===== config.mk =====
export PLATFORM = sky130hd
export DESIGN_NAME = sparse_gap_rice_encoder
export DESIGN_NICKNAME = d
export VERILOG_FILES = /design/src/rtl/sgre_pkg.sv /design/src/rtl/sgre_ctrl.sv /design/src/rtl/sgre_datapath.sv /design/src/rtl/sparse_gap_rice_encoder.sv
export VERILOG_INCLUDE_DIRS = /design/src /design/src/rtl
export SDC_FILE = /design/constraint.sdc
export NUM_CORES = 1
export LEC_CHECK = 0
export BUFFER_PORTS_ARGS = -buffer_cell sky130_fd_sc_hd__buf_2
export CORE_UTILIZATION = 30
export CTS_CLUSTER_SIZE = 8
export DETAILED_ROUTE_END_ITERATION = 12
export SLEW_MARGIN = 20
export SYNTH_ARGS = -nofsm -noshare
export SYNTH_HDL_FRONTEND = slang
export SYNTH_SLANG_ARGS = --single-unit

===== constraint.sdc =====
create_clock -name clock -period 5.2 [get_ports clock]
set_clock_uncertainty 0.15 [all_clocks]
set_input_delay 0.78 -clock clock [delete_from_list [all_inputs] [get_ports clock]]
set_output_delay 0.78 -clock clock [all_outputs]
set_load 0.05 [all_outputs]

===== src/rtl/sparse_gap_rice_encoder_defines.svh =====
// Assertion macros shared by the sparse gap Rice encoder modules.
`ifndef SPARSE_GAP_RICE_ENCODER_DEFINES_SVH
`define SPARSE_GAP_RICE_ENCODER_DEFINES_SVH
`ifndef ASSERT_OFF
`define SGRE_ASSERT_IMPL(lbl, clk, rst, ante, cons, msg) \
   lbl: assert property (@(posedge clk) disable iff (rst) (ante) |-> (cons)) else $error(msg);
`define SGRE_ASSERT_NEXT(lbl, clk, rst, ante, cons, msg) \
   lbl: assert property (@(posedge clk) disable iff (rst) (ante) |=> (cons)) else $error(msg);
`else
`define SGRE_ASSERT_IMPL(lbl, clk, rst, ante, cons, msg)
`define SGRE_ASSERT_NEXT(lbl, clk, rst, ante, cons, msg)
`endif
`endif


===== src/rtl/sgre_pkg.sv =====
// Types and constants shared by the sparse gap Rice encoder modules.
package sgre_pkg;

   localparam int RICE_K_W    = 3;
   localparam int POSITION_W  = 16;
   localparam int BYTE_W      = 8;
   localparam int QUOT_MAX    = 255;
   localparam logic [RICE_K_W-1:0] RICE_K_RESET = 3'd4;

   typedef struct packed {
      logic [POSITION_W-1:0] position;
      logic                  is_first;
      logic                  is_last;
   } req_type;

   typedef struct packed {
      logic [BYTE_W-1:0] out_byte;
      logic              last_byte;
   } rsp_type;

   typedef enum logic [1:0] {
      ST_IDLE,
      ST_ONES,
      ST_TAIL,
      ST_FLUSH
   } state_type;

   // Commands from the controller to the datapath.
   typedef struct packed {
      logic load;
      logic step_ones;
      logic step_tail;
      logic flush;
   } cmd_type;

   // Status from the datapath to the controller.
   typedef struct packed {
      logic load_ones;
      logic out_free;
      logic ones_finish;
      logic tail_finish;
      logic tail_fill;
      logic last;
   } sts_type;

endpackage


===== src/rtl/sgre_ctrl.sv =====
// Controller state machine of the sparse gap Rice encoder.
`include "sparse_gap_rice_encoder_defines.svh"
module sgre_ctrl (
   input  logic              clock,
   input  logic              reset,
   input  logic              req_valid,
   output logic              req_stall,
   input  sgre_pkg::sts_type sts,
   output sgre_pkg::cmd_type cmd
);
   import sgre_pkg::*;

   state_type state_ff;
   state_type state_in;

   always_ff @(posedge clock) begin
      if (reset) begin
         state_ff <= ST_IDLE;
      end else begin
         state_ff <= state_in;
      end
   end

   always_comb begin
      state_in = state_ff;
      case (state_ff)
         ST_IDLE: begin
            if (req_valid) begin
               state_in = sts.load_ones ? ST_ONES : ST_TAIL;
            end
         end
         ST_ONES: begin
            if (sts.out_free && sts.ones_finish) begin
               state_in = ST_TAIL;
            end
         end
         ST_TAIL: begin
            if (sts.out_free && sts.tail_finish) begin
               state_in = (sts.last && !sts.tail_fill) ? ST_FLUSH : ST_IDLE;
            end
         end
         ST_FLUSH: begin
            if (sts.out_free) begin
               state_in = ST_IDLE;
            end
         end
         default: begin
            state_in = ST_IDLE;
         end
      endcase
   end

   always_comb begin
      cmd       = '0;
      req_stall = 1'b1;
      case (state_ff)
         ST_IDLE: begin
            req_stall = 1'b0;
            cmd.load  = req_valid;
         end
         ST_ONES: begin
            cmd.step_ones = sts.out_free;
         end
         ST_TAIL: begin
            cmd.step_tail = sts.out_free;
         end
         ST_FLUSH: begin
            cmd.flush = sts.out_free;
         end
         default: begin
            req_stall = 1'b1;
         end
      endcase
   end

   `SGRE_ASSERT_IMPL(a_cmd_onehot, clock, reset, 1'b1,
      $onehot0({cmd.load, cmd.step_ones, cmd.step_tail, cmd.flush}),
      "more than one datapath command at once")
   `SGRE_ASSERT_NEXT(a_flush_to_idle, clock, reset, cmd.flush,
      state_ff == ST_IDLE, "controller did not return to idle after a flush")

endmodule


===== src/rtl/sgre_datapath.sv =====
// Datapath of the sparse gap Rice encoder: gap coding, bit packing, output register.
`include "sparse_gap_rice_encoder_defines.svh"
module sgre_datapath #(
   parameter int FIRST_POSITION_BITS = 11
) (
   input  logic                             clock,
   input  logic                             reset,
   input  sgre_pkg::req_type                req_data,
   input  sgre_pkg::cmd_type                cmd,
   output sgre_pkg::sts_type                sts,
   input  logic                             csr_write_enable,
   input  logic [sgre_pkg::RICE_K_W-1:0]    csr_write_data,
   output logic                             rsp_valid,
   input  logic                             rsp_stall,
   output sgre_pkg::rsp_type                rsp_data
);
   import sgre_pkg::*;

   localparam int HDR_W  = RICE_K_W + FIRST_POSITION_BITS;
   localparam int TAIL_W = (HDR_W > BYTE_W) ? HDR_W : BYTE_W;
   localparam int TL_W   = $clog2(TAIL_W + 1);

   logic [RICE_K_W-1:0]   rice_k_ff,    rice_k_in;
   logic [6:0]            pend_bits_ff, pend_bits_in;
   logic [2:0]            pend_cnt_ff,  pend_cnt_in;
   logic [POSITION_W-1:0] prev_pos_ff,  prev_pos_in;
   logic                  in_vector_ff, in_vector_in;
   logic                  last_ff,      last_in;
   logic [7:0]            ones_left_ff, ones_left_in;
   logic [TAIL_W-1:0]     tail_ff,      tail_in;
   logic [TL_W-1:0]       tail_left_ff, tail_left_in;
   logic                  rsp_valid_ff, rsp_valid_in;
   rsp_type               rsp_data_ff,  rsp_data_in;

   logic                  header_sel;
   logic [POSITION_W-1:0] gap;
   logic [POSITION_W-1:0] quot_full;
   logic                  clamp;
   logic [7:0]            quot;
   logic [6:0]            rem_bits;
   logic [6:0]            rem_just;
   logic [HDR_W-1:0]      hdr_bits;
   logic [3:0]            avail;
   logic [3:0]            ones_take;
   logic [3:0]            tail_take;
   logic [3:0]            take;
   logic [7:0]            chunk;
   logic [7:0]            merged;
   logic [3:0]            fill;
   logic                  byte_full;
   logic                  out_free;

   // Gap coding of the offered item.
   always_comb begin
      header_sel = req_data.is_first || !in_vector_ff;
      gap        = req_data.position - prev_pos_ff - 16'd1;
      quot_full  = gap >> rice_k_ff;
      clamp      = quot_full > 16'(QUOT_MAX);
      quot       = clamp ? 8'(QUOT_MAX) : quot_full[7:0];
      rem_bits   = clamp ? 7'd0 : (gap[6:0] & ((7'd1 << rice_k_ff) - 7'd1));
      rem_just   = rem_bits << (3'd7 - rice_k_ff);
      hdr_bits   = {rice_k_ff, req_data.position[FIRST_POSITION_BITS-1:0]};
   end

   // Packing of up to one byte per cycle while the output register is free.
   always_comb begin
      out_free  = !rsp_valid_ff || !rsp_stall;
      avail     = 4'd8 - {1'b0, pend_cnt_ff};
      ones_take = (ones_left_ff < 8'(avail)) ? ones_left_ff[3:0] : avail;
      tail_take = (tail_left_ff < TL_W'(avail)) ? tail_left_ff[3:0] : avail;
      take      = cmd.step_tail ? tail_take : ones_take;
      chunk     = cmd.step_tail ? tail_ff[TAIL_W-1 -: 8] : 8'hFF;
      merged    = (8'(pend_bits_ff) << take) | (chunk >> (4'd8 - take));
      fill      = {1'b0, pend_cnt_ff} + take;
      byte_full = fill == 4'd8;
   end

   always_comb begin
      sts.load_ones   = !header_sel && (quot != 8'd0);
      sts.out_free    = out_free;
      sts.ones_finish = ones_left_ff <= 8'(avail);
      sts.tail_finish = tail_left_ff <= TL_W'(avail);
      sts.tail_fill   = ({1'b0, pend_cnt_ff} + tail_take) == 4'd8;
      sts.last        = last_ff;
   end

   always_comb begin
      rice_k_in    = csr_write_enable ? csr_write_data : rice_k_ff;
      pend_bits_in = pend_bits_ff;
      pend_cnt_in  = pend_cnt_ff;
      prev_pos_in  = prev_pos_ff;
      in_vector_in = in_vector_ff;
      last_in      = last_ff;
      ones_left_in = ones_left_ff;
      tail_in      = tail_ff;
      tail_left_in = tail_left_ff;
      rsp_valid_in = rsp_valid_ff && rsp_stall;
      rsp_data_in  = rsp_data_ff;

      if (cmd.load) begin
         prev_pos_in  = req_data.position;
         in_vector_in = !req_data.is_last;
         last_in      = req_data.is_last;
         if (header_sel) begin
            pend_bits_in = 7'd0;
            pend_cnt_in  = 3'd0;
            ones_left_in = 8'd0;
            tail_in      = TAIL_W'(hdr_bits) << (TAIL_W - HDR_W);
            tail_left_in = TL_W'(HDR_W);
         end else begin
            ones_left_in = quot;
            tail_in      = TAIL_W'({1'b0, rem_just}) << (TAIL_W - BYTE_W);
            tail_left_in = TL_W'(rice_k_ff) + TL_W'(1);
         end
      end

      if (cmd.step_ones || cmd.step_tail) begin
         if (cmd.step_ones) begin
            ones_left_in = ones_left_ff - 8'(take);
         end else begin
            tail_in      = tail_ff << take;
            tail_left_in = tail_left_ff - TL_W'(take);
         end
         if (byte_full) begin
            pend_bits_in          = 7'd0;
            pend_cnt_in           = 3'd0;
            rsp_valid_in          = 1'b1;
            rsp_data_in.out_byte  = merged;
            rsp_data_in.last_byte = cmd.step_tail && last_ff && sts.tail_finish;
         end else begin
            pend_bits_in = merged[6:0];
            pend_cnt_in  = fill[2:0];
         end
      end

      if (cmd.flush) begin
         pend_bits_in          = 7'd0;
         pend_cnt_in           = 3'd0;
         rsp_valid_in          = 1'b1;
         rsp_data_in.out_byte  = 8'(pend_bits_ff) << (4'd8 - {1'b0, pend_cnt_ff});
         rsp_data_in.last_byte = 1'b1;
      end
   end

   always_ff @(posedge clock) begin
      if (reset) begin
         rice_k_ff    <= RICE_K_RESET;
         pend_bits_ff <= 7'd0;
         pend_cnt_ff  <= 3'd0;
         prev_pos_ff  <= '0;
         in_vector_ff <= 1'b0;
         last_ff      <= 1'b0;
         ones_left_ff <= 8'd0;
         tail_left_ff <= '0;
         rsp_valid_ff <= 1'b0;
      end else begin
         rice_k_ff    <= rice_k_in;
         pend_bits_ff <= pend_bits_in;
         pend_cnt_ff  <= pend_cnt_in;
         prev_pos_ff  <= prev_pos_in;
         in_vector_ff <= in_vector_in;
         last_ff      <= last_in;
         ones_left_ff <= ones_left_in;
         tail_left_ff <= tail_left_in;
         rsp_valid_ff <= rsp_valid_in;
      end
   end

   always_ff @(posedge clock) begin
      tail_ff     <= tail_in;
      rsp_data_ff <= rsp_data_in;
   end

   assign rsp_valid = rsp_valid_ff;
   assign rsp_data  = rsp_data_ff;

   `SGRE_ASSERT_IMPL(a_ones_nonzero, clock, reset, cmd.step_ones,
      ones_left_ff != 8'd0, "unary step with no ones left")
   `SGRE_ASSERT_NEXT(a_final_empty, clock, reset,
      (cmd.flush || (cmd.step_tail && byte_full && last_ff && sts.tail_finish)),
      pend_cnt_ff == 3'd0, "bits still pending after the final byte")

endmodule


===== src/rtl/sparse_gap_rice_encoder.sv =====
// Top level of the sparse gap Rice encoder.
//
// The block packs the ascending indices of one sparse vector's nonzero
// elements into a byte stream, first bit in the MSB of each byte. Each input
// beat on req_* carries one index with its first and last marks; each output
// beat on rsp_* carries one stream byte, and last_byte marks the final byte
// of a vector. Both channels move a beat when valid is high and stall is low.
// The user writes the Rice parameter through csr_write_enable and csr_write_data
// only while the block is idle, which the block leaves unchecked; it resets to four.
// One index is worked on at a time. Accepting it is the first step; then the
// packer adds up to one byte's worth of bits per cycle while the output register
// is free: one step per run of unary ones that fills the free part of the byte,
// one or more for the remainder or header bits, and one more for the padded byte
// at the end of a vector. A finished byte is loaded into the output register by
// the step that completes it. A stall on rsp holds the output register and
// freezes the packer until the byte is taken, and req_stall stays high while
// an index is in work. Reset closes any open vector and drops its bits.
module sparse_gap_rice_encoder #(
   parameter int FIRST_POSITION_BITS = 11
) (
   input  logic                          clock,
   input  logic                          reset,
   input  logic                          req_valid,
   output logic                          req_stall,
   input  sgre_pkg::req_type             req_data,
   output logic                          rsp_valid,
   input  logic                          rsp_stall,
   output sgre_pkg::rsp_type             rsp_data,
   input  logic                          csr_write_enable,
   input  logic [sgre_pkg::RICE_K_W-1:0] csr_write_data
);
   import sgre_pkg::*;

   // Commands and status between the controller and the datapath.
   cmd_type cmd;
   sts_type sts;

   sgre_ctrl u_ctrl (
      .clock     (clock),
      .reset     (reset),
      .req_valid (req_valid),
      .req_stall (req_stall),
      .sts       (sts),
      .cmd       (cmd)
   );

   sgre_datapath #(
      .FIRST_POSITION_BITS (FIRST_POSITION_BITS)
   ) u_datapath (
      .clock            (clock),
      .reset            (reset),
      .req_data         (req_data),
      .cmd              (cmd),
      .sts              (sts),
      .csr_write_enable (csr_write_enable),
      .csr_write_data   (csr_write_data),
      .rsp_valid        (rsp_valid),
      .rsp_stall        (rsp_stall),
      .rsp_data         (rsp_data)
   );

endmodule


==> results.txt, run 1 <==
outcome -> complete, no violations
maximum VDD drop -> 0.000281 V
PwrDens -> 742 nW/um^2
Seq/Total Area, Yosys -> 20.9%
Seq pwr share -> 16.0%
Vert. Die Dim -> 156 um
final setup vio count -> 0
Die ar. -> 24300 um^2
number of max-cap violations -> 0
Hold Buf Count CTS -> 0
logic gate share of total power -> 72.1%
Lkg Pwr -> 3.17 nW
ys async rst share -> 0%
most frequent cells in the layout -> nand2_1, a21oi_1, nor2_1
Root Driver -> clkbuf_16
Final WS setup -> 0.537 ns
Seq cells post-synth -> 69
worst path required time -> 5.25 ns
critical path arrival -> 4.71 ns
grt ovf -> 0
Synth cell types -> 79
Sw Share -> 53.1%
DRC -> 0
max incr delay on CP -> 0.49 ns
Max transition margin -> 41.3%
cell family with most CP delay -> compound AO/OA/AOI/OAI gates
synth top area cells -> dfxtp_1, ha_1, nand2_1, a21oi_1, mux2i_1
WP buf/inv -> 3
via count -> 7322
Post-Layout Cell Count -> 1293
crit end category -> flip-flop
starting density of the core -> 31.0%
Synth Cell Area -> 7100 um^2
Tcrit/Tclk final -> 89.7%
Num CTS Buffers -> 9
RSZ-0062 raised after global routing -> false
Synth top area share -> 16.6%
Highest Clock Rate -> 214 MHz
WS Path Type -> reg2reg
vias in the first global route -> 6923
number of synthesized flops with an enable pin -> 10
Post CTS Setup Buffer Count -> 0
R2R depth -> 19
pre-CTS setup slack -> 0.608 ns
Mapped Nets -> 1039
Syn Inst Count -> 964
Most used DFF post-synth -> dfxtp_1
Synth area leader -> dfxtp_1
Ys Warns -> 0
CTS tree -> done
worst hold path stage count -> 2
core area -> 22900 um^2
Max clock buf depth -> 2
worst r2r src -> u_datapath.pend_cnt_ff[1]
Hold Violations, Final -> 0
Via density -> 5.66
Total Wirelength -> 22200 um
clk slew on worst S/H paths -> 0.06 ns
Max Transition Viols Final -> 0
startpoint of the worst hold path -> u_datapath.prev_pos_ff[11]
commonest non-fill, non-tap cell in the layout -> nand2_1
Routed Antenna Nets -> 0
all-layer global routing usage -> 18.6%
Critical-path top delay cell -> dfxtp_1
n_diodes -> 0
I/O Buffers -> 36
worst skew pair latency -> 0.36 ns
Final HPWL DP -> 16700 um
Initial DRT Pass Iterations -> 5
global-route wire length before repair -> 36000 um
CP Launch Type -> flip-flop
Fill cells -> 2425
crit-path max FO -> 8
Worst path depth -> 19
DR iter-0 viols -> 686
worst min path class -> reg2reg
antenna violations before repair -> 0
die width -> 156 um
Layout area overhead -> 12.1%
minimum clock period -> 4.66 ns
H-tree Lvls -> 3
Placed Cells -> 1277
crit-path cells -> inv_1 > ha_1 > inv_1 > ha_1 > nor2b_1 > o21a_1 > o21ai_0 > a211oi_1 > a221o_1 > inv_2 > ha_1 > nor2b_1 > o21ai_0 > a21oi_1 > or3_1 > nor3_1 > o21ai_0 > a22oi_1 > a21oi_1
post_cts resized -> 0
Ports -> 37
clock share of power -> 12.0%
CP Launch Point -> u_datapath.pend_cnt_ff[1]
setup TNS -> 0 ns
Row Count -> 55
Int Power -> 2.77 mW
Least-Margin Pin Slew -> 0.879 ns
total power -> 5.90 mW
Placer Congestion -> 0.932
switching pwr -> 3.14 mW
WL/cell -> 17.2 um
layout cell share with drive strength beyond 1 -> 10.5%
Final nets -> 1050
largest net degree at the start of global routing -> 45
clk sinks -> 69
Post-Syn Area per Cell -> 7.37 um^2
registers in the layout (all words and copies together), names as in the netlist:
register                 cells
u_datapath.in_vector_ff      1
u_datapath.pend_cnt_ff       3
u_datapath.ones_left_ff      8
u_datapath.tail_left_ff      4
u_ctrl.state_ff              2
u_datapath.rsp_valid         1
u_datapath.rice_k_ff         3
u_datapath.rsp_data          9
u_datapath.pend_bits_ff      7
u_datapath.last_ff           1
u_datapath.tail_ff          14
u_datapath.prev_pos_ff      16
cells in the mapped netlist (15+ instances only):
cell        n
nand2_1   122
clkbuf_1   38
dfxtp_1    59
inv_1      46
nor3_1     29
a211oi_1   28
nor2_1     86
and3_1     17
a21o_1     15
nand3_1    23
ha_1       44
a21oi_1    88
mux2i_1    40
buf_2      15
o21ai_0    54
metrics by stage:
stage | hold slack (ns) | instance area (um^2) | utilization [%]
after floorplan | 0.286 | 7110 | -
after global placement | 0.293 | 7620 | 33.3
after detailed placement | 0.297 | 7620 | 33.3
after CTS | 0.305 | 7960 | 34.7
after global routing | 0.316 | 7960 | 34.7
final | 0.303 | 7960 | 34.7
path summary, 6_finish.rpt:
kind / to / slack, ns
setup / recovery: u_datapath.ones_left_ff[7] / 0.54
hold / removal: u_datapath.prev_pos_ff[11] / 0.30
setup reg to reg: u_datapath.ones_left_ff[7] / 0.54
hold reg to reg: u_datapath.prev_pos_ff[11] / 0.30
layout make-up:
| type | instances | area, um^2 | area share [%] |
|---|---|---|---|
| Inverter | 50 | 188 | 2.36 |
| Sequential cell | 69 | 1480 | 18.6 |
| Multi-Input combinational cell | 785 | 5200 | 65.3 |
| Clock buffer | 11 | 254 | 3.19 |
| Tap cell | 313 | 392 | 4.92 |
| Timing Repair Buffer | 60 | 360 | 4.53 |
| Clock inverter | 5 | 82.6 | 1.04 |
layer usage:
| layer | vias up | wire [um] | global-route usage, % |
|---|---|---|---|
| met5 | - | 0 | 0 |
| met4 | 0 | 624 | 7.10 |
| met3 | 50 | 1160 | 2.92 |
| met2 | 244 | 10300 | 30.6 |
| met1 | 3415 | 10200 | 24.3 |
| li1 | 3613 | - | - |
power groups by stage:
| stage | clock (mW) | combinational (mW) | sequential, mW |
|---|---|---|---|
| 4_1_cts | 0.725 | 4.22 | 0.934 |
| 5_1_grt | 0.746 | 4.68 | 0.967 |
| 3_5_place_dp | 0 | 4.19 | 0.945 |
| 2_1_floorplan | 0 | 3.03 | 1.02 |
| 3_3_place_gp | 0 | 4.18 | 0.946 |
| 6_report | 0.707 | 4.26 | 0.942 |
tightest hold or removal path: cells and delay by family, from the launching register on:
family / cells / cell delay, ns
compound gates: 1 / 0.05
flops: 1 / 0.31
simple gates: 1 / 0.05
cell families (layout without fill, tap and decap cells):
kind of cell,count (synthesis),count (layout),share of synthesized area [%]
flops,69,69,20.9
buf+inv,110,126,6.08
mux,47,47,7.26
compound gates,326,326,31.7
simple gates,341,341,22.3
fa+ha+maj,49,49,9.16
xor+xnor,22,22,2.71
No activity file was read; power rests on OpenSTA's default activity.
==> run 2, diff against run 1 <==
ABC_AREA = 1   (was default)
==> run 2 against run 1 <==
Effect of this change:
- setup slack worse by 0.069 ns
- critical path type unchanged
- final cell count up 5.2%
- largest cell class unchanged
- clock-buffer cell count fell by 1
- critical endpoint is now u_datapath.rsp_data[6]
==> results.txt, run 2 <==
Hold Buf Count CTS -> 0
Post-Syn Area per Cell -> 6.32 um^2
Max transition margin -> 36.7%
Via density -> 5.09
Highest Clock Rate -> 211 MHz
top layer in use -> met4
core area -> 21800 um^2
Vert. Die Dim -> 151 um
worst r2r src -> u_datapath.pend_cnt_ff[1]
starting density of the core -> 30.6%
grt ovf -> 0
Synth area leader -> dfxtp_1
CP Launch Type -> flip-flop
CTS tree -> done
Ports -> 37
Mapped Nets -> 1132
synth top area cells -> dfxtp_1, nand2_1, ha_1, inv_1, o21ai_0
setup TNS -> 0 ns
Ys Warns -> 0
RSZ-0062 raised after global routing -> false
layout cell share with drive strength beyond 1 -> 10.8%
Least-Margin Pin Slew -> 0.948 ns
DRC -> 0
Commonest cells post-synth -> nand2_1, inv_1, o21ai_0
DR iter-0 viols -> 580
Syn Inst Count -> 1057
Routed Antenna Nets -> 0
R2R Path End -> u_datapath.rsp_data[6]
ys async rst share -> 0%
Row Count -> 54
hold endpoint -> u_datapath.prev_pos_ff[12]
Tcrit/Tclk final -> 91.0%
startpoint of the worst hold path -> u_datapath.prev_pos_ff[12]
Placer Congestion -> 0.894
via count -> 6918
worst min path class -> reg2reg
multi-input logic area -> 4480 um^2
Synth top area share -> 17.7%
r2r setup slk -> 0.47 ns
Final nets -> 1150
Layout area overhead -> 10.8%
Synth cell types -> 64
minimum clock period -> 4.73 ns
outcome -> complete, no violations
Synth Cell Area -> 6680 um^2
Hold Violations, Final -> 0
Total Wirelength -> 20100 um
Most used DFF post-synth -> dfxtp_1
final setup vio count -> 0
commonest non-fill, non-tap cell in the layout -> nand2_1
Root Driver -> clkbuf_16
clk slew on worst S/H paths -> 0.07 ns
crit end category -> flip-flop
max reg flops -> 16
Seq cells post-synth -> 69
largest net degree at the start of global routing -> 48
antenna violations before repair -> 0
Final HPWL DP -> 15200 um
fin util -> 33.9%
Max clock buf depth -> 2
Max Transition Viols Final -> 0
clk sinks -> 69
DRT met1 WL -> 9450 um
post_cts resized -> 0
global-route wire length before repair -> 33000 um
Most flops, register -> u_datapath.prev_pos_ff
worst path required time -> 5.04 ns
most frequent cells in the layout -> nand2_1, inv_1, o21ai_0
Num CTS Buffers -> 9
WS Path Type -> reg2reg
vias in the first global route -> 6580
R2R depth -> 19
top-count cell post-synth -> nand2_1
number of max-cap violations -> 0
Fill cells -> 2430
Met3 Wirelength -> 929 um
all-layer global routing usage -> 18.4%
number of synthesized flops with an enable pin -> 10
I/O Buffers -> 36
WL/cell -> 14.8 um
n_diodes -> 0
Seq. cell area -> 1480 um^2
worst hold path stage count -> 2
H-tree Lvls -> 3
Initial DRT Pass Iterations -> 7
Seq/Total Area, Yosys -> 22.2%
metal2 WL -> 9290 um
critical path arrival -> 4.57 ns
crit-path max FO -> 14
Die ar. -> 22900 um^2
Post CTS Setup Buffer Count -> 0
worst skew pair latency -> 0.35 ns
WHS -> 0.303 ns
die width -> 151 um
-- run 2: changes by cell type after synthesis, sizes merged, moves of 13 or more --
| cell | delta |
|---|---|
| mux2i | -41 |
| clkbuf | -18 |
| or3 | -13 |
| and3 | -17 |
| nor3 | -24 |
| o21ai | +52 |
| nand3 | +61 |
| nand2 | +170 |
| a211oi | -26 |
| inv | +93 |
-- run 2: per-stage QoR --
step | worst slack, ns | area [um^2] | std cells
global route | 0.149 | 7410 | 1360
global placement | 0.652 | 7090 | 1344
CTS | 0.502 | 7410 | 1360
detailed placement | 0.536 | 7090 | 1344
finish | 0.468 | 7410 | 1360
floorplan | 1.08 | 6680 | 1057
-- run 2: cell families after synthesis --
group                    after synthesis  synth area share, %
adder cells (fa/ha/maj)               49                 9.74
AO/OA/AOI/OAI                        256                 22.7
AND/OR/NAND/NOR                      485                 31.9
flip-flops                            69                 22.2
XOR/XNOR                              18                 2.75
buffers and inverters                180                 10.8
-- run 2: layout make-up --
class                           instances  share of cell area [%]
Sequential cell                        69                    20.0
Multi-Input combinational cell        808                    60.5
Tap cell                              280                    4.73
Clock buffer                           10                    3.09
Timing Repair Buffer                   44                    3.24
Clock inverter                          6                    1.18
Inverter                              143                    7.28
-- run 2: worst max-delay path by stage --
stage / from / to / slack, ns / depth (start not counted)
6_report: u_datapath.pend_cnt_ff[1] / u_datapath.rsp_data[6] / 0.47 / 19
3_5_place_dp: u_datapath.pend_cnt_ff[1] / u_datapath.rsp_data[8] / 0.54 / 19
3_3_place_gp: u_datapath.pend_cnt_ff[1] / u_datapath.rsp_data[2] / 0.65 / 19
5_1_grt: u_datapath.pend_cnt_ff[1] / u_datapath.rsp_data[2] / 0.15 / 19
4_1_cts: u_datapath.pend_cnt_ff[1] / u_datapath.rsp_data[5] / 0.50 / 19
2_1_floorplan: u_datapath.pend_cnt_ff[0] / u_datapath.rsp_data[1] / 1.08 / 20
-- run 2: metal layers --
layer | up-vias | global-route usage [%]
li1 | 3566 | -
met1 | 3138 | 24.2
met2 | 186 | 30.8
met3 | 28 | 2.86
met4 | 0 | 5.25
met5 | - | 0
-- run 2: critical path: stages (launching register included) --
cell and delay, ns:
dfxtp_1 0.53, inv_1 0.09, ha_1 0.51, inv_1 0.19
ha_1 0.34, inv_1 0.05, nor2_1 0.12, o21ai_2 0.08
nand2_2 0.12, nor2_1 0.05, a21oi_1 0.31, o21ai_2 0.09
inv_1 0.33, ha_1 0.32, a21o_1 0.16, a21oi_1 0.16
xnor2_1 0.11, nor4_2 0.18, inv_2 0.10, o21ai_2 0.40
Power of run 2 is left out: the tool's default activity adds up to more than one toggle a clock period on the data nets, which glitch-free logic cannot reach.
